==> src/hw/rtl/clnf_pkg.sv <==
// Shared types, codes and constants for the character LCD number formatter.
// Used by the controller, the datapath, the top level and the checker.
// No dependencies.
`timescale 1ns / 1ps

package clnf_pkg;

    // Default sizes handed to the top level parameters.
    localparam int MAX_DIGITS_DEF   = 16;
    localparam int NUMBER_WIDTH_DEF = 16;

    // Request action codes.
    localparam logic [2:0] ACT_INIT = 3'd0;
    localparam logic [2:0] ACT_UDEC = 3'd1;
    localparam logic [2:0] ACT_SDEC = 3'd2;
    localparam logic [2:0] ACT_HEX  = 3'd3;
    localparam logic [2:0] ACT_BIN  = 3'd4;

    // Row code of the top display line.
    localparam logic [1:0] LINE_TOP = 2'd1;

    // LCD command bytes.
    localparam logic [7:0] CMD_FUNC_SET  = 8'h38;
    localparam logic [7:0] CMD_DISP_ON   = 8'h0C;
    localparam logic [7:0] CMD_ENTRY     = 8'h06;
    localparam logic [7:0] CMD_CLEAR     = 8'h01;
    localparam logic [7:0] CMD_SET_DDRAM = 8'h80;
    localparam logic [7:0] ROW2_OFFSET   = 8'h40;

    // Character codes.
    localparam logic [7:0] CH_ZERO  = 8'h30;
    localparam logic [7:0] CH_A     = 8'h41;
    localparam logic [7:0] CH_PLUS  = 8'h2B;
    localparam logic [7:0] CH_MINUS = 8'h2D;

    // One display request.
    typedef struct packed {
        logic [2:0]  action;
        logic [1:0]  line;
        logic [5:0]  column;
        logic [15:0] number;
        logic [4:0]  length;
    } req_t;

    // One LCD bus write.
    typedef struct packed {
        logic       is_data;
        logic [7:0] bus_byte;
        logic       last_write;
    } wr_t;

    // Digit radix held by the datapath.
    typedef enum logic [1:0] {
        BASE_DEC,
        BASE_HEX,
        BASE_BIN
    } base_t;

    // Source of the byte of the next bus write.
    typedef enum logic [1:0] {
        SEL_INIT,
        SEL_CURSOR,
        SEL_SIGN,
        SEL_DIGIT
    } sel_t;

    // Commands from the controller to the datapath.
    typedef struct packed {
        logic       load;
        logic       conv;
        logic       emit;
        logic       dig_dec;
        sel_t       sel;
        logic [1:0] init_idx;
        logic       last;
    } cmd_t;

    // Status from the datapath to the controller.
    typedef struct packed {
        logic conv_last;
        logic dig_zero;
        logic dig_one;
        logic out_free;
    } sts_t;

    // Byte of the init sequence at a given position.
    function automatic logic [7:0] init_byte(input logic [1:0] idx);
        logic [7:0] b;
        unique case (idx)
            2'd0:    b = CMD_FUNC_SET;
            2'd1:    b = CMD_DISP_ON;
            2'd2:    b = CMD_ENTRY;
            default: b = CMD_CLEAR;
        endcase
        return b;
    endfunction

    // ASCII character of one digit value, upper-case letters above nine.
    function automatic logic [7:0] digit_char(input logic [3:0] d);
        logic [7:0] c;
        if (d < 4'd10)
        begin
            c = CH_ZERO + {4'd0, d};
        end
        else
        begin
            c = CH_A + {4'd0, d} - 8'd10;
        end
        return c;
    endfunction

endpackage

==> src/hw/rtl/clnf_ctrl.sv <==
// Controller state machine of the character LCD number formatter.
// Sequences init commands, conversion, cursor, sign and digit writes.
// Depends on clnf_pkg.
`timescale 1ns / 1ps

module clnf_ctrl
    import clnf_pkg::*;
(
    input  logic clk,
    input  logic rst_n,
    input  logic req_valid,
    input  req_t req_data,
    output logic req_stall,
    input  sts_t sts,
    output cmd_t cmd
);

    typedef enum logic [2:0] {
        S_IDLE,
        S_CONV,
        S_INIT,
        S_CURSOR,
        S_SIGN,
        S_DIGITS
    } state_t;

    state_t     state_reg;
    logic [1:0] idx_reg;
    logic       signed_reg;

    // A request is taken only while idle.
    assign req_stall = (state_reg != S_IDLE);

    // Command decode for the current state.
    always_comb
    begin
        cmd          = '0;
        cmd.sel      = SEL_INIT;
        cmd.init_idx = idx_reg;
        unique case (state_reg)
            S_IDLE:
            begin
                cmd.load = req_valid;
            end
            S_CONV:
            begin
                cmd.conv = 1'b1;
            end
            S_INIT:
            begin
                cmd.emit = sts.out_free;
                cmd.sel  = SEL_INIT;
                cmd.last = (idx_reg == 2'd3);
            end
            S_CURSOR:
            begin
                cmd.emit = sts.out_free;
                cmd.sel  = SEL_CURSOR;
                cmd.last = !signed_reg && sts.dig_zero;
            end
            S_SIGN:
            begin
                cmd.emit = sts.out_free;
                cmd.sel  = SEL_SIGN;
                cmd.last = sts.dig_zero;
            end
            S_DIGITS:
            begin
                cmd.emit    = sts.out_free;
                cmd.dig_dec = sts.out_free;
                cmd.sel     = SEL_DIGIT;
                cmd.last    = sts.dig_one;
            end
            default:
            begin
                cmd.load = 1'b0;
            end
        endcase
    end

    // State register and sequencing.
    always_ff @(posedge clk or negedge rst_n)
    begin
        if (!rst_n)
        begin
            state_reg  <= S_IDLE;
            idx_reg    <= 2'd0;
            signed_reg <= 1'b0;
        end
        else
        begin
            unique case (state_reg)
                S_IDLE:
                begin
                    if (req_valid)
                    begin
                        idx_reg    <= 2'd0;
                        signed_reg <= (req_data.action == ACT_SDEC);
                        priority if (req_data.action == ACT_INIT)
                        begin
                            state_reg <= S_INIT;
                        end
                        else if (req_data.action == ACT_UDEC ||
                                 req_data.action == ACT_SDEC)
                        begin
                            state_reg <= S_CONV;
                        end
                        else if (req_data.action == ACT_HEX ||
                                 req_data.action == ACT_BIN)
                        begin
                            state_reg <= S_CURSOR;
                        end
                        else
                        begin
                            state_reg <= S_IDLE;
                        end
                    end
                end
                S_CONV:
                begin
                    if (sts.conv_last)
                    begin
                        state_reg <= S_CURSOR;
                    end
                end
                S_INIT:
                begin
                    if (sts.out_free)
                    begin
                        idx_reg <= idx_reg + 2'd1;
                        if (idx_reg == 2'd3)
                        begin
                            state_reg <= S_IDLE;
                        end
                    end
                end
                S_CURSOR:
                begin
                    if (sts.out_free)
                    begin
                        priority if (signed_reg)
                        begin
                            state_reg <= S_SIGN;
                        end
                        else if (sts.dig_zero)
                        begin
                            state_reg <= S_IDLE;
                        end
                        else
                        begin
                            state_reg <= S_DIGITS;
                        end
                    end
                end
                S_SIGN:
                begin
                    if (sts.out_free)
                    begin
                        state_reg <= sts.dig_zero ? S_IDLE : S_DIGITS;
                    end
                end
                S_DIGITS:
                begin
                    if (sts.out_free && sts.dig_one)
                    begin
                        state_reg <= S_IDLE;
                    end
                end
                default:
                begin
                    state_reg <= S_IDLE;
                end
            endcase
        end
    end

endmodule

==> src/hw/rtl/clnf_dp.sv <==
// Datapath of the character LCD number formatter: operand registers,
// binary to BCD converter, digit counter, digit select and output register.
// Depends on clnf_pkg.
`timescale 1ns / 1ps

module clnf_dp
    import clnf_pkg::*;
#(
    parameter int MAX_DIGITS   = MAX_DIGITS_DEF,
    parameter int NUMBER_WIDTH = NUMBER_WIDTH_DEF
)
(
    input  logic clk,
    input  logic rst_n,
    input  req_t req_data,
    input  cmd_t cmd,
    output sts_t sts,
    output logic wr_valid,
    input  logic wr_stall,
    output wr_t  wr_data
);

    localparam int NW      = NUMBER_WIDTH;
    localparam int BCD_N   = (NW * 30103) / 100000 + 1;
    localparam int BCD_W   = 4 * BCD_N;
    localparam int CNT_W   = $clog2(MAX_DIGITS + 1);
    localparam int STEP_W  = $clog2(NW + 1);

    logic [NW-1:0]     val_reg;
    logic [BCD_W-1:0]  bcd_reg;
    logic [CNT_W-1:0]  dig_reg;
    logic [STEP_W-1:0] step_reg;
    logic [7:0]        cursor_reg;
    logic              neg_reg;
    base_t             base_reg;
    logic              wr_valid_reg;
    wr_t               wr_data_reg;

    logic [NW-1:0]     num_w;
    logic [NW-1:0]     num_neg;
    logic              load_neg;
    logic [7:0]        col_m1;
    logic [7:0]        cursor_sum;
    logic [CNT_W-1:0]  len_sat;
    base_t             load_base;
    logic [BCD_W-1:0]  bcd_adj;
    logic [CNT_W-1:0]  pos;
    logic [CNT_W+1:0]  nib_amt;
    logic [NW-1:0]     val_nib_sh;
    logic [NW-1:0]     val_bit_sh;
    logic [BCD_W-1:0]  bcd_sh;
    logic [3:0]        digit;
    logic [7:0]        wr_byte;

    // Operand decode at request load.
    always_comb
    begin
        num_w      = NW'(req_data.number);
        num_neg    = '0 - num_w;
        load_neg   = (req_data.action == ACT_SDEC) && num_w[NW-1];
        col_m1     = {2'b00, req_data.column} - 8'd1;
        cursor_sum = col_m1 + ((req_data.line != LINE_TOP) ? ROW2_OFFSET : 8'h00);
        if (32'(req_data.length) > MAX_DIGITS)
        begin
            len_sat = CNT_W'(MAX_DIGITS);
        end
        else
        begin
            len_sat = CNT_W'(req_data.length);
        end
        priority if (req_data.action == ACT_HEX)
        begin
            load_base = BASE_HEX;
        end
        else if (req_data.action == ACT_BIN)
        begin
            load_base = BASE_BIN;
        end
        else
        begin
            load_base = BASE_DEC;
        end
    end

    // Double-dabble correction: add three to every BCD digit above four.
    always_comb
    begin
        for (int i = 0; i < BCD_N; i++)
        begin
            if (bcd_reg[4*i +: 4] > 4'd4)
            begin
                bcd_adj[4*i +: 4] = bcd_reg[4*i +: 4] + 4'd3;
            end
            else
            begin
                bcd_adj[4*i +: 4] = bcd_reg[4*i +: 4];
            end
        end
    end

    // Digit at the current position, zero beyond the converted range.
    always_comb
    begin
        pos        = dig_reg - CNT_W'(1);
        nib_amt    = {pos, 2'b00};
        val_nib_sh = val_reg >> nib_amt;
        val_bit_sh = val_reg >> pos;
        bcd_sh     = bcd_reg >> nib_amt;
        unique case (base_reg)
            BASE_HEX: digit = val_nib_sh[3:0];
            BASE_BIN: digit = {3'b000, val_bit_sh[0]};
            default:  digit = bcd_sh[3:0];
        endcase
    end

    // Byte of the next bus write.
    always_comb
    begin
        unique case (cmd.sel)
            SEL_INIT:   wr_byte = init_byte(cmd.init_idx);
            SEL_CURSOR: wr_byte = cursor_reg;
            SEL_SIGN:   wr_byte = neg_reg ? CH_MINUS : CH_PLUS;
            default:    wr_byte = digit_char(digit);
        endcase
    end

    // Operand, converter and counter registers.
    always_ff @(posedge clk)
    begin
        if (cmd.load)
        begin
            val_reg    <= load_neg ? num_neg : num_w;
            bcd_reg    <= '0;
            dig_reg    <= len_sat;
            step_reg   <= STEP_W'(NW);
            cursor_reg <= cursor_sum | CMD_SET_DDRAM;
            neg_reg    <= load_neg;
            base_reg   <= load_base;
        end
        else
        begin
            if (cmd.conv)
            begin
                bcd_reg  <= {bcd_adj[BCD_W-2:0], val_reg[NW-1]};
                val_reg  <= {val_reg[NW-2:0], 1'b0};
                step_reg <= step_reg - STEP_W'(1);
            end
            if (cmd.dig_dec)
            begin
                dig_reg <= dig_reg - CNT_W'(1);
            end
        end
    end

    // Output register valid flag.
    always_ff @(posedge clk or negedge rst_n)
    begin
        if (!rst_n)
        begin
            wr_valid_reg <= 1'b0;
        end
        else if (cmd.emit)
        begin
            wr_valid_reg <= 1'b1;
        end
        else if (!wr_stall)
        begin
            wr_valid_reg <= 1'b0;
        end
    end

    // Output register payload.
    always_ff @(posedge clk)
    begin
        if (cmd.emit)
        begin
            wr_data_reg.is_data    <= (cmd.sel == SEL_SIGN) || (cmd.sel == SEL_DIGIT);
            wr_data_reg.bus_byte   <= wr_byte;
            wr_data_reg.last_write <= cmd.last;
        end
    end

    assign wr_valid = wr_valid_reg;
    assign wr_data  = wr_data_reg;

    // Status back to the controller.
    always_comb
    begin
        sts.conv_last = (step_reg == STEP_W'(1));
        sts.dig_zero  = (dig_reg == '0);
        sts.dig_one   = (dig_reg == CNT_W'(1));
        sts.out_free  = !wr_valid_reg || !wr_stall;
    end

endmodule

==> src/hw/rtl/char_lcd_number_formatter_unit.sv <==
// Character LCD number formatter: turns display requests into LCD bus writes.
// The request channel (req_*) takes one request per transaction; the write
// channel (wr_*) gives one LCD bus write per transaction, last_write marking
// the final write of a request.
// Init requests give four command writes. Number requests give a cursor
// command, a sign in signed decimal, and then the digit field, most
// significant digit first. Action codes above binary are taken and dropped.
// A request is loaded, then converted bit-serially from binary to BCD in decimal
// actions, then gives one write per cycle while the receiver does not stall.
// req_stall is high from the cycle after a request is taken until its last
// write has been placed in the output register; the next request can be
// taken while that last write still waits to be taken.
// A stall on the write channel holds the output register and the sequencer.
// Reset clears the sequencer and empties the output register.
// Depends on clnf_pkg, clnf_ctrl and clnf_dp.
`timescale 1ns / 1ps

module char_lcd_number_formatter_unit
    import clnf_pkg::*;
#(
    parameter int MAX_DIGITS   = MAX_DIGITS_DEF,
    parameter int NUMBER_WIDTH = NUMBER_WIDTH_DEF
)
(
    input  logic clk,
    input  logic rst_n,
    input  logic req_valid,
    output logic req_stall,
    input  req_t req_data,
    output logic wr_valid,
    input  logic wr_stall,
    output wr_t  wr_data
);

    cmd_t cmd;
    sts_t sts;

    // Sequencer.
    clnf_ctrl u_ctrl (
        .clk       (clk),
        .rst_n     (rst_n),
        .req_valid (req_valid),
        .req_data  (req_data),
        .req_stall (req_stall),
        .sts       (sts),
        .cmd       (cmd)
    );

    // Operands, converter and output register.
    clnf_dp #(
        .MAX_DIGITS   (MAX_DIGITS),
        .NUMBER_WIDTH (NUMBER_WIDTH)
    ) u_dp (
        .clk      (clk),
        .rst_n    (rst_n),
        .req_data (req_data),
        .cmd      (cmd),
        .sts      (sts),
        .wr_valid (wr_valid),
        .wr_stall (wr_stall),
        .wr_data  (wr_data)
    );

endmodule

==> config.mk <==
export PLATFORM = sky130hd
export DESIGN_NAME = char_lcd_number_formatter_unit
export DESIGN_NICKNAME = d
export VERILOG_FILES = /design/src/hw/rtl/clnf_pkg.sv /design/src/hw/rtl/clnf_ctrl.sv /design/src/hw/rtl/clnf_dp.sv /design/src/hw/rtl/char_lcd_number_formatter_unit.sv
export SDC_FILE = /design/constraint.sdc
export NUM_CORES = 1
export LEC_CHECK = 0
export BUFFER_PORTS_ARGS = -buffer_cell sky130_fd_sc_hd__buf_2
export CORE_UTILIZATION = 45
export CTS_CLUSTER_SIZE = 30
export DETAILED_ROUTE_END_ITERATION = 10
export GPL_TIMING_DRIVEN = 1
export RECOVER_POWER = 50
export SYNTH_ARGS = -nofsm -noshare
export SYNTH_HDL_FRONTEND = slang
export SYNTH_SLANG_ARGS = --single-unit
==> constraint.sdc <==
create_clock -name clk -period 6.7 [get_ports clk]
set_input_delay 1.005 -clock clk [delete_from_list [all_inputs] [get_ports clk]]
set_output_delay 1.005 -clock clk [all_outputs]
set_load 0.01 [all_outputs]
# Word-level counts from Yosys, hierarchy flattened
# Cells that the tools add are included.
# W data, S select, Z words.
[word_totals]
in_bits = 36
out_inout_bits = 12
wordCells = 131
regBits = 73
[classes]
reduce_logical = 23
shifts = 3
magnitude_cmp = 7
eq_ne = 28
n_addsub = 14
mux = 42
[ops]
columns = ["cell", "count"]
rows = [
  ["$mux W16", 3],
  ["$mux W3", 13],
  ["$pmux W8 S3", 1],
  ["$gt A4 B3 Y1 const B", 5],
  ["$shr A20 B7 Y4", 1],
  ["$pmux W3 S6", 1],
  ["$pmux W6 S3", 1],
  ["$add A4 B2 Y4 const B", 4],
  ["$mux W4", 4],
  ["$shr A16 B5 Y1", 1],
  ["$shr A16 B7 Y4", 1],
  ["$sub A1 B16 Y16 const A", 1],
  ["$mux W5", 3],
  ["$ne A2 B1 Y1 const B", 7],
  ["$eq A3 B2 Y1 const B", 4],
  ["$eq A2 B2 Y1 const B", 5],
  ["$eq A5 B1 Y1 const B", 2],
  ["$sub A5 B1 Y5 const B", 2],
  ["$eq A3 B3 Y1 const B", 3],
  ["$add A7 B4 Y8 const A", 1],
  ["$mux W2", 4],
  ["$mux W8", 1],
  ["$pmux W4 S2", 1],
  ["$sub A8 B4 Y8 const B", 1],
  ["other kinds (27)", 47],
]

# Longest topological paths before layout
[depth]
depth_word = 7
depth_mapped = 13
mapped_depth_nobuf = 11

# Cells and area by module
# A second synthesis with hierarchy kept.
[unflattened]
hier_cells = 491
area_unflattened_um2 = 4673.2
[modules_own_cells]
columns = ["mod", "area_each_um2", "seq_area_each_um2", "instances", "cells_each"]
rows = [
  ["clnf_dp", 4160.2, 1756.7, 1, 429],
  ["clnf_ctrl", 513.0, 150.1, 1, 62],
]

# Worst setup path after synthesis
# No wires, ideal clock.
[synth_path]
path_kind = "in2reg"
from = "in req_data[9] (netlist bit)"
to = "reg u_dp.val_reg[14], data pin"
setup_ps = 266
t_required_ps = 6434
path_slack_ps = 3755
n_path_buf = 0
cell_stages = 7
arrival_ps = 2679
path_cell_list = "or4_4 -> nor4_4 -> nand2b_2 -> or4_4 -> o31ai_2 -> xor2_1 -> o21ai_1"
[synth_via]
elab_chain_cells = 3
[synth_lines]
columns = ["item", "line_no", "source"]
rows = [
  ["start: declaration", "char_lcd_number_formatter_unit.sv:29", "input req_t req_data,"],
  ["$sub A1 B16 Y16", "clnf_dp.sv:59", "num_neg = '0 - num_w;"],
  ["$mux W16", "clnf_dp.sv:132", "val_reg <= load_neg ? num_neg : num_w;"],
  ["$mux W16", "clnf_dp.sv:130", "if (cmd.load)"],
  ["end signal: assignment", "clnf_dp.sv:132", ""],
  ["end signal: assignment", "clnf_dp.sv:145", "val_reg <= {val_reg[NW-2:0], 1'b0};"],
  ["end: declaration", "clnf_dp.sv:29", "logic [NW-1:0] val_reg;"],
]
# Every way passes these cells.
# A chain may end at the register's enable or synchronous reset.

# Final worst setup path
[layout_path]
from = "reg u_dp.dig_reg[0]"
to = "reg u_dp.wr_data_reg (netlist bit u_dp.wr_data[7]), data pin"
[layout_via]
elab_chain_cells = 7
word_cells_on_any_way = 11
cone_classes = "add/sub: 4; order compare: 1; shift: 3; mux: 3"
[layout_lines]
columns = ["item", "line_no", "source"]
rows = [
  ["start: declaration", "clnf_dp.sv:31", "logic [CNT_W-1:0] dig_reg;"],
  ["start signal: assignment", "clnf_dp.sv:134", "dig_reg <= len_sat;"],
  ["start signal: assignment", "clnf_dp.sv:150", "dig_reg <= dig_reg - CNT_W'(1);"],
  ["$sub A5 B1 Y5 (*)", "clnf_dp.sv:104", "pos = dig_reg - CNT_W'(1);"],
  ["$shr A20 B7 Y4 (tied with other cells)", "clnf_dp.sv:108", "bcd_sh = bcd_reg >> nib_amt;"],
  ["$pmux W4 S2 (*)", "clnf_dp.sv:109", "unique case (base_reg)"],
  ["$add A7 B4 Y8", "clnf_pkg.sv:107", "c = CH_A + {4'd0, d} - 8'd10;"],
  ["$sub A8 B4 Y8", "clnf_pkg.sv:107", ""],
  ["$mux W8 (*)", "clnf_pkg.sv:101", "if (d < 4'd10)"],
  ["$pmux W8 S3 (*)", "clnf_dp.sv:119", "unique case (cmd.sel)"],
  ["net u_dp.wr_byte[6]", "clnf_dp.sv:53", "logic [7:0] wr_byte;"],
  ["end: declaration", "clnf_dp.sv:37", "wr_t wr_data_reg;"],
]
# Mark *: on every way through the listed nets, which the timed path passes. The rest lies on a longest branch.

==> flow_summary.json <==
{
  "status": "finished clean",
  "clock.fmax_mhz": 263,
  "dp.cells": 653,
  "synth-edff-count": 41,
  "first_pass_iters": 5,
  "endpoint_kind": "register",
  "p_leak_nw": 1.95,
  "timing.final.crit_share": 0.568,
  "vdd_drop_max_mv": 0.208,
  "clock_latency_ns": 0.35,
  "area_growth_pct": 11.8,
  "gp_congestion": 0.903,
  "yosysSeqAreaShare": 0.418,
  "whs_ns": 0.515,
  "floorplan.die_area_um2": 10500,
  "grt_usage": 0.207,
  "crit_top_cell": "ha_1",
  "vias": 3586,
  "clockBufferDepth": 2,
  "die_w_um": 103,
  "rrSetupSlack_ns": 2.89,
  "dieHeight_um": 103,
  "hold_path_class": "reg2reg",
  "finalSetupViolCount": 0,
  "largest_reg_flops": 20,
  "hpwl_um": 7530,
  "via_per_inst": 5.36,
  "critical_path.startpoint": "u_dp.dig_reg[0]",
  "diodes": 0,
  "async_reset_ff_frac": 0.0959,
  "required_ns": 6.80,
  "layout-drive-gt1-share": 0.132,
  "grt_overflow": 0,
  "ant_nets": 0,
  "grt_pass1_vias": 3350,
  "holdCritStartpoint": "u_dp.step_reg[4]",
  "num_rows": 36,
  "initial_core_util": 0.466,
  "h-tree-depth": 3,
  "maxSlewHeadroom": 0.0601,
  "syn_inst": 491,
  "synthFlopType": "edfxtp_1",
  "grt_max_degree": 50,
  "clock_tree.root_cell": "clkbuf_8",
  "path_clk_slew_ns": 0.08,
  "worst_slew_pin_slew_ns": 1.41,
  "cts_resized": 0,
  "ys_types": 54,
  "fin_skew_ns": 0.00683,
  "core_um2": 9770,
  "ys_ff_latch": 73,
  "syn-cell-area_um2": 4560,
  "clock_sinks": 73,
  "fin_setup_tns_ns": 0,
  "synth.area.top_cells": "edfxtp_1 27%, dfxtp_1 11%, ha_1 5.8%, o21ai_0 5.4%, mux4_2 4.9%",
  "syn_area_per_cell_um2": 9.28,
  "rsz0062_at_grt": "no",
  "startpoint_type": "register",
  "synth_top_area_frac": 0.270,
  "wl_um": 9960,
  "yosys_warnings": 0,
  "hold_buffers": 0,
  "post_cts_buffers": 0,
  "final_common_cell": "nand2_1",
  "slowest_delay_ns": 0.79,
  "cap_violations": 0,
  "synth_top_cell_by_area": "edfxtp_1",
  "slowest_stage": "edfxtp_1",
  "grt_pass1_wl_um": 16600,
  "ios": 48,
  "nets": 588,
  "wl_per_cell_um": 14.9,
  "drcViolationCount": 0,
  "antenna_found_initial": 0,
  "final.min_clock_period_ns": 3.81,
  "syn_nets": 548,
  "cts_tree": "built",
  "numCtsBuffers": 9,
  "port_buffers": 47,
  "worstSetupPathType": "reg2reg",
  "drt_iter0_drc": 168,
  "power.density_nw_per_um2": 452,
  "r2r_start": "u_dp.dig_reg[0]",
  "arrival_ns": 3.91,
  "final_cell_mix": "51 x nand2_1, 49 x o21ai_0, 42 x nor2_1",
  "drv_slew": 0,
  "crit_fanout": 16,
  "fin_cells": 669,
  "finalHoldViolCount": 0,
  "crit_chain": "inv_1, ha_1, xnor2_1, nor3_1, a221oi_1, nand2_1, a32oi_1, ha_1, a21boi_0, o31ai_1"
}
where the power goes:
group / total, W / internal (W) / switching, W
Combinational: 0.000976 / 0.000411 / 0.000564
Clock: 0.000412 / 0.000246 / 0.000166
Sequential: 0.000916 / 0.000723 / 0.000194
cell usage after synthesis (4+ instances only):
cell type / number
mux4_2: 10
dfrtp_1: 7
o31a_1: 4
o22ai_1: 5
dfxtp_1: 25
inv_1: 38
mux2i_1: 5
o31ai_1: 4
ha_1: 21
a31oi_1: 5
mux2_2: 6
xnor2_1: 21
nor2b_1: 8
xor2_1: 10
nand2_1: 51
nand3_1: 20
o21ai_0: 49
nor2_1: 42
clkbuf_1: 14
edfxtp_1: 41
nor3_1: 17
a21oi_1: 30
nand3b_1: 5
per-layer routing:
layer,global-route usage,wire (µm)
met5,0,0
met4,0.0692,162
met3,0.0407,460
met2,0.301,4220
met1,0.307,5120
path summary, 6_finish.rpt:
kind,endpoint,cells past startpoint
max in group asynchronous,u_ctrl.state_reg[1],1
min in group asynchronous,u_dp.wr_valid,1
hold / removal,u_dp.step_reg[4],2
setup reg to reg,u_dp.wr_data[7],10
hold reg to reg,u_dp.step_reg[4],2
setup / recovery,u_dp.wr_data[7],10
cell families (layout without fill, tap and decap cells):
family,after synthesis,after routing,synth area share
muxes,21,21,0.0752
and+or+nand+nor,162,162,0.172
xor gates and xnor gates,31,31,0.0596
DFF,73,73,0.418
buffers and inverters,61,106,0.0541
adders and majority gates,21,21,0.0577
AOI/OAI and AO/OA,122,122,0.163
area by class of cell:
class | count | area (µm²)
clock buffers | 10 | 128
clock inverters | 6 | 106
multi-input cells | 357 | 2400
fillers | 946 | 4680
repair buffers | 49 | 228
well taps | 133 | 166
inverters | 41 | 154
flip-flops and latches | 73 | 1910
worst max-delay path, delay by kind of cell (launching register included):
kind,cells,cell delay [ns]
DFF,1,0.79
and+or+nand+nor,2,0.28
buffers and inverters,1,0.29
AOI/OAI and AO/OA,4,1.05
xor gates and xnor gates,1,0.54
adders and majority gates,2,0.59
metrics by stage:
stage / instance area (µm²) / util / worst slack [ns] / power, W
after floorplan: 4560 / - / 3.76 / 0.00164
after CTS: 5110 / 0.523 / 2.87 / 0.00233
after global routing: 5090 / 0.521 / 2.58 / 0.00250
after global placement: 4880 / 0.499 / 3.07 / 0.00189
after detailed placement: 4880 / 0.499 / 2.88 / 0.00191
final: 5090 / 0.521 / 2.89 / 0.00230
No activity file was read; power rests on OpenSTA's default activity.
